## src/rtl/core/rgbw_pkg.sv

```systemverilog
`default_nettype none
package rgbw_pkg;

  typedef enum logic [3:0] {
    S_IDLE = 4'b0001,
    S_FWD  = 4'b0010,
    S_SRCH = 4'b0100,
    S_DONE = 4'b1000
  } state_t;

  localparam logic [0:0]  OP_FWD     = 1'b0;
  localparam logic [0:0]  OP_REV     = 1'b1;
  localparam logic [11:0] DUTY_TOP   = 12'h0fff;
  localparam logic [7:0]  LEVEL_TOP  = 8'd255;
  localparam logic [7:0]  LEVEL_MID  = 8'd127;
  localparam logic [3:0]  SRCH_LAST  = 4'd15;
  localparam logic [1:0]  CH_WHITE   = 2'd3;

  localparam logic [11:0] GAMMA_ROM [256] = '{
    12'h000,12'h001,12'h002,12'h003,12'h004,12'h005,12'h006,12'h007,
    12'h008,12'h009,12'h00a,12'h00b,12'h00c,12'h00d,12'h00e,12'h00f,
    12'h010,12'h011,12'h012,12'h013,12'h014,12'h015,12'h016,12'h017,
    12'h018,12'h019,12'h01a,12'h01b,12'h01c,12'h01d,12'h01e,12'h01f,
    12'h020,12'h021,12'h022,12'h023,12'h024,12'h025,12'h026,12'h027,
    12'h028,12'h02a,12'h02d,12'h02f,12'h032,12'h035,12'h038,12'h03b,
    12'h03e,12'h042,12'h045,12'h049,12'h04c,12'h050,12'h054,12'h058,
    12'h05c,12'h060,12'h065,12'h069,12'h06d,12'h072,12'h077,12'h07c,
    12'h081,12'h086,12'h08b,12'h090,12'h096,12'h09b,12'h0a1,12'h0a7,
    12'h0ad,12'h0b3,12'h0b9,12'h0c0,12'h0c6,12'h0cd,12'h0d3,12'h0da,
    12'h0e1,12'h0e8,12'h0f0,12'h0f7,12'h0ff,12'h106,12'h10e,12'h116,
    12'h11e,12'h126,12'h12f,12'h137,12'h140,12'h148,12'h151,12'h15a,
    12'h164,12'h16d,12'h176,12'h180,12'h18a,12'h194,12'h19e,12'h1a8,
    12'h1b2,12'h1bd,12'h1c8,12'h1d3,12'h1de,12'h1e9,12'h1f4,12'h1ff,
    12'h20b,12'h217,12'h223,12'h22f,12'h23b,12'h247,12'h254,12'h261,
    12'h26e,12'h27b,12'h288,12'h295,12'h2a3,12'h2b0,12'h2be,12'h2cc,
    12'h2db,12'h2e9,12'h2f7,12'h306,12'h315,12'h324,12'h333,12'h343,
    12'h352,12'h362,12'h372,12'h382,12'h392,12'h3a3,12'h3b3,12'h3c4,
    12'h3d5,12'h3e6,12'h3f7,12'h409,12'h41a,12'h42c,12'h43e,12'h450,
    12'h463,12'h475,12'h488,12'h49b,12'h4ae,12'h4c2,12'h4d5,12'h4e9,
    12'h4fd,12'h511,12'h525,12'h539,12'h54e,12'h563,12'h578,12'h58d,
    12'h5a2,12'h5b8,12'h5ce,12'h5e3,12'h5fa,12'h610,12'h626,12'h63d,
    12'h654,12'h66b,12'h683,12'h69a,12'h6b2,12'h6ca,12'h6e2,12'h6fa,
    12'h713,12'h72b,12'h744,12'h75d,12'h777,12'h790,12'h7aa,12'h7c4,
    12'h7de,12'h7f8,12'h813,12'h82e,12'h849,12'h864,12'h87f,12'h89b,
    12'h8b6,12'h8d2,12'h8ef,12'h90b,12'h928,12'h944,12'h961,12'h97f,
    12'h99c,12'h9ba,12'h9d8,12'h9f6,12'ha14,12'ha33,12'ha52,12'ha71,
    12'ha90,12'haaf,12'hacf,12'haef,12'hb0f,12'hb2f,12'hb4f,12'hb70,
    12'hb91,12'hbb2,12'hbd4,12'hbf5,12'hc17,12'hc39,12'hc5b,12'hc7e,
    12'hca1,12'hcc4,12'hce7,12'hd0a,12'hd2e,12'hd52,12'hd76,12'hd9a,
    12'hdbf,12'hde3,12'he08,12'he2e,12'he53,12'he79,12'he9f,12'hec5,
    12'heeb,12'hf12,12'hf39,12'hf60,12'hf87,12'hfaf,12'hfd6,12'hfff
  };

endpackage
`default_nettype wire

```

## src/rtl/core/rgbw_gamma_duty_converter.sv

```systemverilog
// Forward word: one table read per channel. Reverse word: each channel is a
// binary search of one table read and compare per cycle.
// One word at a time: busy high from accept until done.
// Reset (rst, synchronous): sequencer to idle, busy and done low.
// The receiver cannot stall; done is a single-cycle strobe.
`default_nettype none
module rgbw_gamma_duty_converter
  import rgbw_pkg::*;
(
  input  wire logic        clk,
  input  wire logic        rst,
  input  wire logic        start,
  output logic             busy,
  output logic             done,
  input  wire logic        operation,
  input  wire logic [7:0]  red_in,
  input  wire logic [7:0]  green_in,
  input  wire logic [7:0]  blue_in,
  input  wire logic [11:0] duty_red_in,
  input  wire logic [11:0] duty_green_in,
  input  wire logic [11:0] duty_blue_in,
  input  wire logic [11:0] duty_white_in,
  output logic [11:0]      duty_red,
  output logic [11:0]      duty_green,
  output logic [11:0]      duty_blue,
  output logic [11:0]      duty_white,
  output logic [7:0]       red_out,
  output logic [7:0]       green_out,
  output logic [7:0]       blue_out
);

  state_t      state;
  logic        op;
  logic [1:0]  ch;
  logic [7:0]  lvl [4];
  logic [11:0] dty [4];
  logic [11:0] duty_res [4];
  logic [7:0]  lev_res [4];
  logic [7:0]  lo, hi, probe;
  logic [3:0]  n;

  logic        accept;
  logic [7:0]  w_min;
  logic [7:0]  rom_addr;
  logic [11:0] rom_q;
  logic [11:0] dsel;
  logic [7:0]  lo_next, hi_next, probe_next;
  logic        srch_end;
  logic [7:0]  srch_val;
  logic [8:0]  sum_r, sum_g, sum_b;

  assign accept = start && !busy;
  assign busy   = (state != S_IDLE);

  always_comb begin
    w_min = red_in;
    if (green_in < w_min) w_min = green_in;
    if (blue_in < w_min) w_min = blue_in;
  end

  // single shared table port
  assign rom_addr = (state == S_FWD) ? lvl[ch] : probe;
  assign rom_q    = GAMMA_ROM[rom_addr];
  assign dsel     = dty[ch];

  always_comb begin
    lo_next    = lo;
    hi_next    = hi;
    srch_end   = 1'b0;
    srch_val   = probe;
    if (rom_q > dsel) begin
      hi_next = probe;
    end else begin
      lo_next = probe;
    end
    probe_next = lo_next + ((hi_next - lo_next) >> 1);
    if (dsel >= DUTY_TOP) begin
      srch_end = 1'b1;
      srch_val = LEVEL_TOP;
    end else if (lo == probe || rom_q == dsel) begin
      srch_end = 1'b1;
    end else if (n == SRCH_LAST) begin
      // search bound reached after this step
      srch_end = 1'b1;
      srch_val = probe_next;
    end
  end

  assign sum_r = {1'b0, lev_res[0]} + {1'b0, lev_res[CH_WHITE]};
  assign sum_g = {1'b0, lev_res[1]} + {1'b0, lev_res[CH_WHITE]};
  assign sum_b = {1'b0, lev_res[2]} + {1'b0, lev_res[CH_WHITE]};

  always_ff @(posedge clk) begin
    if (rst) begin
      state <= S_IDLE;
      done  <= 1'b0;
    end else begin
      done <= 1'b0;
      unique case (state)
        S_IDLE: begin
          if (accept) begin
            state <= (operation == OP_REV) ? S_SRCH : S_FWD;
          end
        end
        S_FWD: begin
          if (ch == CH_WHITE) state <= S_DONE;
        end
        S_SRCH: begin
          if (srch_end && ch == CH_WHITE) state <= S_DONE;
        end
        S_DONE: begin
          done  <= 1'b1;
          state <= S_IDLE;
        end
        default: state <= S_IDLE;
      endcase
    end
  end

  // datapath, no reset needed
  always_ff @(posedge clk) begin
    case (state)
      S_IDLE: begin
        if (accept) begin
          op     <= operation;
          ch     <= 2'd0;
          lvl[0] <= red_in - w_min;
          lvl[1] <= green_in - w_min;
          lvl[2] <= blue_in - w_min;
          lvl[3] <= w_min;
          dty[0] <= duty_red_in;
          dty[1] <= duty_green_in;
          dty[2] <= duty_blue_in;
          dty[3] <= duty_white_in;
          lo     <= 8'd0;
          probe  <= LEVEL_MID;
          hi     <= LEVEL_TOP;
          n      <= 4'd0;
        end
      end
      S_FWD: begin
        duty_res[ch] <= rom_q;
        ch           <= ch + 2'd1;
      end
      S_SRCH: begin
        if (srch_end) begin
          lev_res[ch] <= srch_val;
          ch          <= ch + 2'd1;
          lo          <= 8'd0;
          probe       <= LEVEL_MID;
          hi          <= LEVEL_TOP;
          n           <= 4'd0;
        end else begin
          lo    <= lo_next;
          hi    <= hi_next;
          probe <= probe_next;
          n     <= n + 4'd1;
        end
      end
      S_DONE: begin
        if (op == OP_REV) begin
          duty_red   <= 12'd0;
          duty_green <= 12'd0;
          duty_blue  <= 12'd0;
          duty_white <= 12'd0;
          red_out    <= sum_r[8] ? LEVEL_TOP : sum_r[7:0];
          green_out  <= sum_g[8] ? LEVEL_TOP : sum_g[7:0];
          blue_out   <= sum_b[8] ? LEVEL_TOP : sum_b[7:0];
        end else begin
          duty_red   <= duty_res[0];
          duty_green <= duty_res[1];
          duty_blue  <= duty_res[2];
          duty_white <= duty_res[3];
          red_out    <= 8'd0;
          green_out  <= 8'd0;
          blue_out   <= 8'd0;
        end
      end
      default: begin
      end
    endcase
  end

`ifndef SYNTHESIS
  a_done_after_done_state: assert property (@(posedge clk) disable iff (rst)
    done |-> $past(state == S_DONE)) else $error("done without finishing state");

  a_done_idle: assert property (@(posedge clk) disable iff (rst)
    done |-> !busy) else $error("done while busy");

  a_accept_busy: assert property (@(posedge clk) disable iff (rst)
    accept |=> busy) else $error("accepted word did not raise busy");

  a_search_bounds: assert property (@(posedge clk) disable iff (rst)
    (state == S_SRCH) |-> (lo <= probe && probe <= hi))
    else $error("search probe outside bounds");

  a_fwd_levels_zero: assert property (@(posedge clk) disable iff (rst)
    (done && op == OP_FWD) |-> (red_out == 8'd0 && green_out == 8'd0 && blue_out == 8'd0))
    else $error("forward word with non-zero levels");
`endif

endmodule
`default_nettype wire
```

## config.mk

```make
export PLATFORM = sky130hd
export DESIGN_NAME = rgbw_gamma_duty_converter
export DESIGN_NICKNAME = d
export VERILOG_FILES = /design/src/rtl/core/rgbw_pkg.sv /design/src/rtl/core/rgbw_gamma_duty_converter.sv
export SDC_FILE = /design/constraint.sdc
export NUM_CORES = 1
export LEC_CHECK = 0
export BUFFER_PORTS_ARGS = -buffer_cell sky130_fd_sc_hd__buf_4
export CAP_MARGIN = 20
export CORE_ASPECT_RATIO = 1.5
export CORE_UTILIZATION = 40
export DETAILED_ROUTE_END_ITERATION = 12
export PLACE_DENSITY = 0.66
export SYNTH_ARGS = -nofsm -noshare
export SYNTH_HDL_FRONTEND = slang
export SYNTH_SLANG_ARGS = --single-unit
```

## constraint.sdc

```tcl
create_clock -name clk -period 15.1 [get_ports clk]
set_input_delay 3.02 -clock clk [delete_from_list [all_inputs] [get_ports clk]]
set_output_delay 3.02 -clock clk [all_outputs]
set_load 0.005 [all_outputs]
```

==> impl_metrics.toml, run 1 <==
[run_status]
status = "finished clean"

[cts]
ctsRootBufferMaster = "clkbuf_16"
cts_sinks = 270
cts_made_buffers = 26
clkLatencyLatePin_ns = 0.56
clock_path_buffers = 3
cts_tree = "yes"
ctsHoldBuffers = 0
clk_pin_slew_worst_paths_ns = 0.06
post_cts_buffers = 0
cts_resized = 0
h-tree-depth = 1

[yosys]
yosys.area.top_type_share_pct = 50.3
synth_nets = 1546
syn_area_per_cell_um2 = 11.6
synth.most_common_cell = "edfxtp_1"
seq_area_frac_synth_pct = 51.2
synth-simple-area-share_pct = 11.1
synth_adder_area_share_pct = 9.79
synth-edff-count = 263
synth_cell_types = 79
synthTopCellsByCount = "edfxtp_1 (263), ha_1 (110), nand2_1 (90)"
synth_top_family_by_area = "compound AO/OA/AOI/OAI gates"
syn_area_um2 = 15700
synth-compound-area-share_pct = 13.9
synthArstFlopShare_pct = 0
postSynthCellCount = 1352
synth_xor_area_share_pct = 3.24
ys_ff_latch = 270
yosys_most_used_dff = "edfxtp_1"
yosysTopAreaCell = "edfxtp_1"
synth_mux_area_share_pct = 6.58
synth_area_leaders = "edfxtp_1 (50%), ha_1 (8.8%), a21oi_1 (2.8%)"
yosys_warnings = 0

[final_layout]
fillers = 3522
drive_above_1_share_pct = 17.6
final_net_count = 1677
diodes = 0
finish.utilization_pct = 47.1
syn_to_final_growth_pct = 15.7

[setup_path]
arrival_ns = 9.40
crit_fanout = 66
cp.required_ns = 15.37
crit_path_start_kind = "register"
critical_path_class = "register to register"
r2r_slack_ns = 5.97
slowest_stage = "o21a_1"
crit_top_cell = "a21oi_1"
slowest_delay_ns = 0.77
startpoint = "state[1]"
cp-end-kind = "register"
r2r_start = "state[1]"

[drt]
wirelength_um = 41100
drt_iter0_markers = 856
antenna_left = 0
wl_per_cell_um = 20.6
wl_met3_um = 2320
drtPass1Iterations = 5
avgViaCountPerCell = 5.62
met2_length_um = 21000
wl_met1_um = 15600
num_vias = 11200
top_layer_used = "met4"
remaining_drc_errors = 0

[pwr]
p_int_w = 0.00168
switching_share_pct = 33.2
pwr-share-clk_pct = 25.8
sequentialPowerShare_pct = 36.9
netSwitchingPower_w = 0.000838
worst_ir_drop_vdd_uv = 131
p_total_w = 0.00252
combPwrFrac_pct = 37.3
power.leakage_nw = 6.81
power.density_nw_per_um2 = 139

[floorplan]
die_w_um = 164
row_count = 88
dieArea_um2 = 40100
start_util_pct = 40.7
ios = 150
die_h_um = 245
fp.coreArea_um2 = 38500

[sta]
slew_headroom_pct = 36.5
fin_crit_sh_pct = 60.5
slew_viol_final = 0
timing_hold_violations_final = 0
fin_ws_ns = 5.97
fmax_mhz = 110
rsz0062_at_grt = "no"
setup_viol = 0
skew_ns = 0.0130
worstMarginPinSlew_ns = 0.953
fin_crit_ns = 9.13
tns_ns = 0

[global_route]
antenna_found_initial = 0
grt_pass1_wl_um = 63000
grt_start_max_net_pins = 83
grt_pass1_vias = 11300
overflow = 0
grt_use_total_pct = 20.6

[worst_hold_path]
min_from = "duty_res[1][10]"
hp-class = "register to register"

[place]
gp_congestion = 1.03
io_buffers = 149
dp_hpwl_um = 30300
dp_slack_ns = 5.77

[run]
maxCapViolations = 0
[per-stage QoR]
step	area [um^2]	hold WS, ns	std cells
after floorplan	15700	0.508	1352
after global placement	17300	0.513	1949
after detailed placement	17300	0.518	1949
after CTS	18100	0.533	1995
after global routing	18200	0.549	1996
final	18200	0.529	1996
[sequential cells by signal, indices dropped and copies added (netlist names), 12 cells and up, named ones only]
name	cells
duty_white	12
duty_blue	12
lvl	32
duty_green	12
duty_red	12
duty_res	48
dty	48
lev_res	32
[path summary, 6_finish.rpt]
check	cells past startpoint	endpoint
setup / recovery	30	lev_res[0][7]
setup reg to reg	30	lev_res[0][7]
hold / removal	1	duty_green[10]
hold reg to reg	1	duty_green[10]
[layout make-up]
class,instances,area (um^2),area share (%)
Clock buffer,32,673,3.71
Clock inverter,14,170,0.937
Sequential cell,270,8040,44.3
Multi-Input combinational cell,932,7070,38.9
Tap cell,495,619,3.41
Timing Repair Buffer,165,1260,6.93
Inverter,88,333,1.83
[cell families (layout without fill, tap and decap cells)]
group	after synthesis	in the layout
fa+ha+maj	118	118
buf+inv	150	299
xor+xnor	58	58
compound gates	337	337
simple gates	349	349
mux	70	70
flops	270	270
[critical path: cells and delay by family, from the launching register on]
family / cells / cell delay, ns
mux: 2 / 0.74
fa+ha+maj: 3 / 1.10
flops: 1 / 0.47
buf+inv: 4 / 1.36
simple gates: 9 / 1.86
xor+xnor: 2 / 0.41
compound gates: 10 / 2.81
[power by group through the flow]
stage	combinational (W)	clock (W)	sequential, W
2_1_floorplan	0.000708	0	0.000944
3_3_place_gp	0.000921	0	0.000947
3_5_place_dp	0.000932	0	0.000949
4_1_cts	0.000940	0.000670	0.000933
5_1_grt	0.00103	0.000689	0.000937
6_report	0.000940	0.000650	0.000932
[per-layer routing]
metal,global-route usage (%),vias up
li1,-,5286
met4,11.5,0
met1,23.3,5337
met2,37.1,462
met3,2.72,134
met5,0,-
[cells in the final DEF (no fill, tap or decap), types with 11 or more instances in the layout]
master	count
nor2_1	79
nor3_1	14
ha_1	110
a211oi_1	13
mux4_2	17
o21a_1	30
nor2b_1	54
nand2b_1	25
nand2_1	90
a21oi_1	89
clkbuf_16	26
xor2_1	23
inv_1	85
a21o_1	19
o21ai_0	79
a31oi_1	11
nand3_1	26
mux2_2	17
edfxtp_1	263
mux2i_1	25
o211ai_1	18
a221oi_1	14
buf_4	164
and2_1	22
xnor2_1	35
(Power assumes the default switching activity.)
==> inputs of run 2 (changes only) <==
--- a/config.mk
+++ b/config.mk
@@ -5,6 +5,7 @@
 export SDC_FILE = /design/constraint.sdc
 export NUM_CORES = 1
 export LEC_CHECK = 0
+export ABC_AREA = 1
 export BUFFER_PORTS_ARGS = -buffer_cell sky130_fd_sc_hd__buf_4
 export CAP_MARGIN = 20
 export CORE_ASPECT_RATIO = 1.5
==> constraint.sdc (replaced) <==
create_clock -name clk -period 8.6 [get_ports clk]
set_input_delay 1.72 -clock clk [delete_from_list [all_inputs] [get_ports clk]]
set_output_delay 1.72 -clock clk [all_outputs]
set_load 0.005 [all_outputs]
==> run 2 against run 1 <==
Effect of this change: critical path depth up 8; area after synthesis up 0.23%; sequential power up 93%; non-clock buffer count up 21; final cell count up 20%; register-to-register slack worse by 5.2 ns.
==> impl_metrics.toml, run 2 <==
[global_route]
grt_pass1_vias = 12400
antenna_found_initial = 0
grt_start_max_net_pins = 81
grt_use_total_pct = 22.4
grt_util_met3_pct = 2.48
grt_pass1_wl_um = 68000
grt.met1_usage_pct = 24.4
use_met2_pct = 42.0
top_usage_layer = "met2"
overflow = 0

[yosys]
yosys_most_used_dff = "edfxtp_1"
syn_area_per_cell_um2 = 9.19
synthTopCellsByCount = "nand2_1 (356), edfxtp_1 (263), inv_1 (237)"
yosys.area.top_type_share_pct = 50.2
synth.most_common_cell = "nand2_1"
synth_nets = 1907
postSynthCellCount = 1713
syn_area_um2 = 15700
yosysTopAreaCell = "edfxtp_1"
synth-edff-count = 263
yosys_warnings = 0
synth_cell_types = 48
ys_ff_latch = 270
seq_area_frac_synth_pct = 51.1
synth_area_leaders = "edfxtp_1 (50%), ha_1 (8.7%), nand2_1 (8.5%)"
synthArstFlopShare_pct = 0

[setup_path]
slowest_delay_ns = 0.69
cp-end-kind = "register"
crit_top_cell = "nand2_1"
slowest_stage = "a21boi_4"
cp.required_ns = 8.95
crit_fanout = 25
critical_path_class = "register to register"
crit_path_start_kind = "register"
arrival_ns = 8.19

[cts]
cts_resized = 0
ctsRootBufferMaster = "clkbuf_16"
post_cts_buffers = 0
clock_path_buffers = 3
cts_sinks = 270
h-tree-depth = 1
clkLatencyLatePin_ns = 0.57
cts_tree = "yes"
cts_made_buffers = 26
clk_pin_slew_worst_paths_ns = 0.07
ctsHoldBuffers = 0

[drt]
wl_per_cell_um = 18.5
num_vias = 12600
wirelength_um = 44200
avgViaCountPerCell = 5.28
remaining_drc_errors = 0
antenna_left = 0
drtPass1Iterations = 7
drt_iter0_markers = 820

[final_layout]
syn_to_final_growth_pct = 16.4
final_common_cell = "nand2_1"
diodes = 0
reg.largest.list = "dty: 48 flops, duty_res: 48 flops"
fin_cells = 2387
drive_above_1_share_pct = 14.4
final_cell_mix = "nand2_1 (356), edfxtp_1 (263), inv_1 (237)"
final_net_count = 2066

[floorplan]
fp.coreArea_um2 = 38600
row_count = 88
die_w_um = 164
start_util_pct = 40.7
die_h_um = 245
ios = 150
dieArea_um2 = 40200

[run]
maxCapViolations = 0

[place]
dp_hpwl_um = 34400
gp_congestion = 1.04
io_buffers = 149
post-place-cells = 2338

[sta]
worstMarginPinSlew_ns = 1.06
setup_viol = 0
skew_ns = 0.0193
slew_viol_final = 0
timing_hold_violations_final = 0
slew_headroom_pct = 29.2
tns_ns = 0
fin_crit_ns = 7.84
fin_crit_sh_pct = 91.2
fmax_mhz = 128
rsz0062_at_grt = "no"

[worst_hold_path]
min_from = "duty_res[2][0]"
hp-class = "register to register"

[pwr]
power.leakage_nw = 7.94
power.density_nw_per_um2 = 333
p_total_w = 0.00609
worst_ir_drop_vdd_uv = 315

[run_status]
status = "finished clean"
-- run 2: kinds of logic (layout without fill, tap and decap cells) --
kind of cell	count (synthesis)	count (layout)	share of synthesized area, %
and+or+nand+nor	662	662	17.5
AOI/OAI and AO/OA	322	322	11.6
buffers and inverters	299	478	7.78
DFF	270	270	51.1
adders and majority gates	118	118	9.76
xor gates and xnor gates	42	42	2.34
-- run 2: area by class of cell --
cell class                 count  area (um^2)
fill                        3578        20300
sequential                   270         8040
multi-input combinational   1144         6500
timing repair buffer         186         1400
inverter                     244          918
clock buffer                  31          679
tap                          495          619
clock inverter                17          169
-- run 2: through the flow --
| step | worst slack, ns | instance area, um^2 | util (%) | hold slack [ns] |
|---|---|---|---|---|
| floorplan | 2.38 | 15700 | - | 0.446 |
| global placement | 0.899 | 17500 | 45.2 | 0.519 |
| detailed placement | 0.890 | 17500 | 45.2 | 0.515 |
| CTS | 0.850 | 18300 | 47.4 | 0.530 |
| global route | 0.0246 | 18300 | 47.4 | 0.544 |
| finish | 0.758 | 18300 | 47.4 | 0.524 |
-- run 2: worst paths after layout --
| path | to | slack [ns] | cells past startpoint |
|---|---|---|---|
| max | lev_res[0][7] | 0.76 | 38 |
| max reg2reg | lev_res[0][7] | 0.76 | 38 |
| min reg2reg | duty_blue[0] | 0.52 | 2 |
| min | duty_blue[0] | 0.52 | 2 |
-- run 2: worst max-delay path, delay by kind of cell (launching register included) --
kind            cells  cell delay [ns]
fa+ha+maj           3             0.90
simple gates       17             2.62
flops               1             0.57
compound gates     13             2.55
xor+xnor            1             0.21
buf+inv             4             0.75
-- run 2: power by group --
group          internal, W  leakage (nW)  switching (W)  total [W]
clock             0.000631         0.404       0.000506    0.00114
sequential         0.00172          2.44      0.0000735    0.00180
combinational      0.00107          5.10        0.00209    0.00316
total              0.00343          7.94        0.00267    0.00609
-- run 2: layer usage --
metal	routed length, um	up-vias
li1	-	6087
met1	15900	5837
met2	23500	523
met3	2420	155
met4	2320	0
met5	0	-
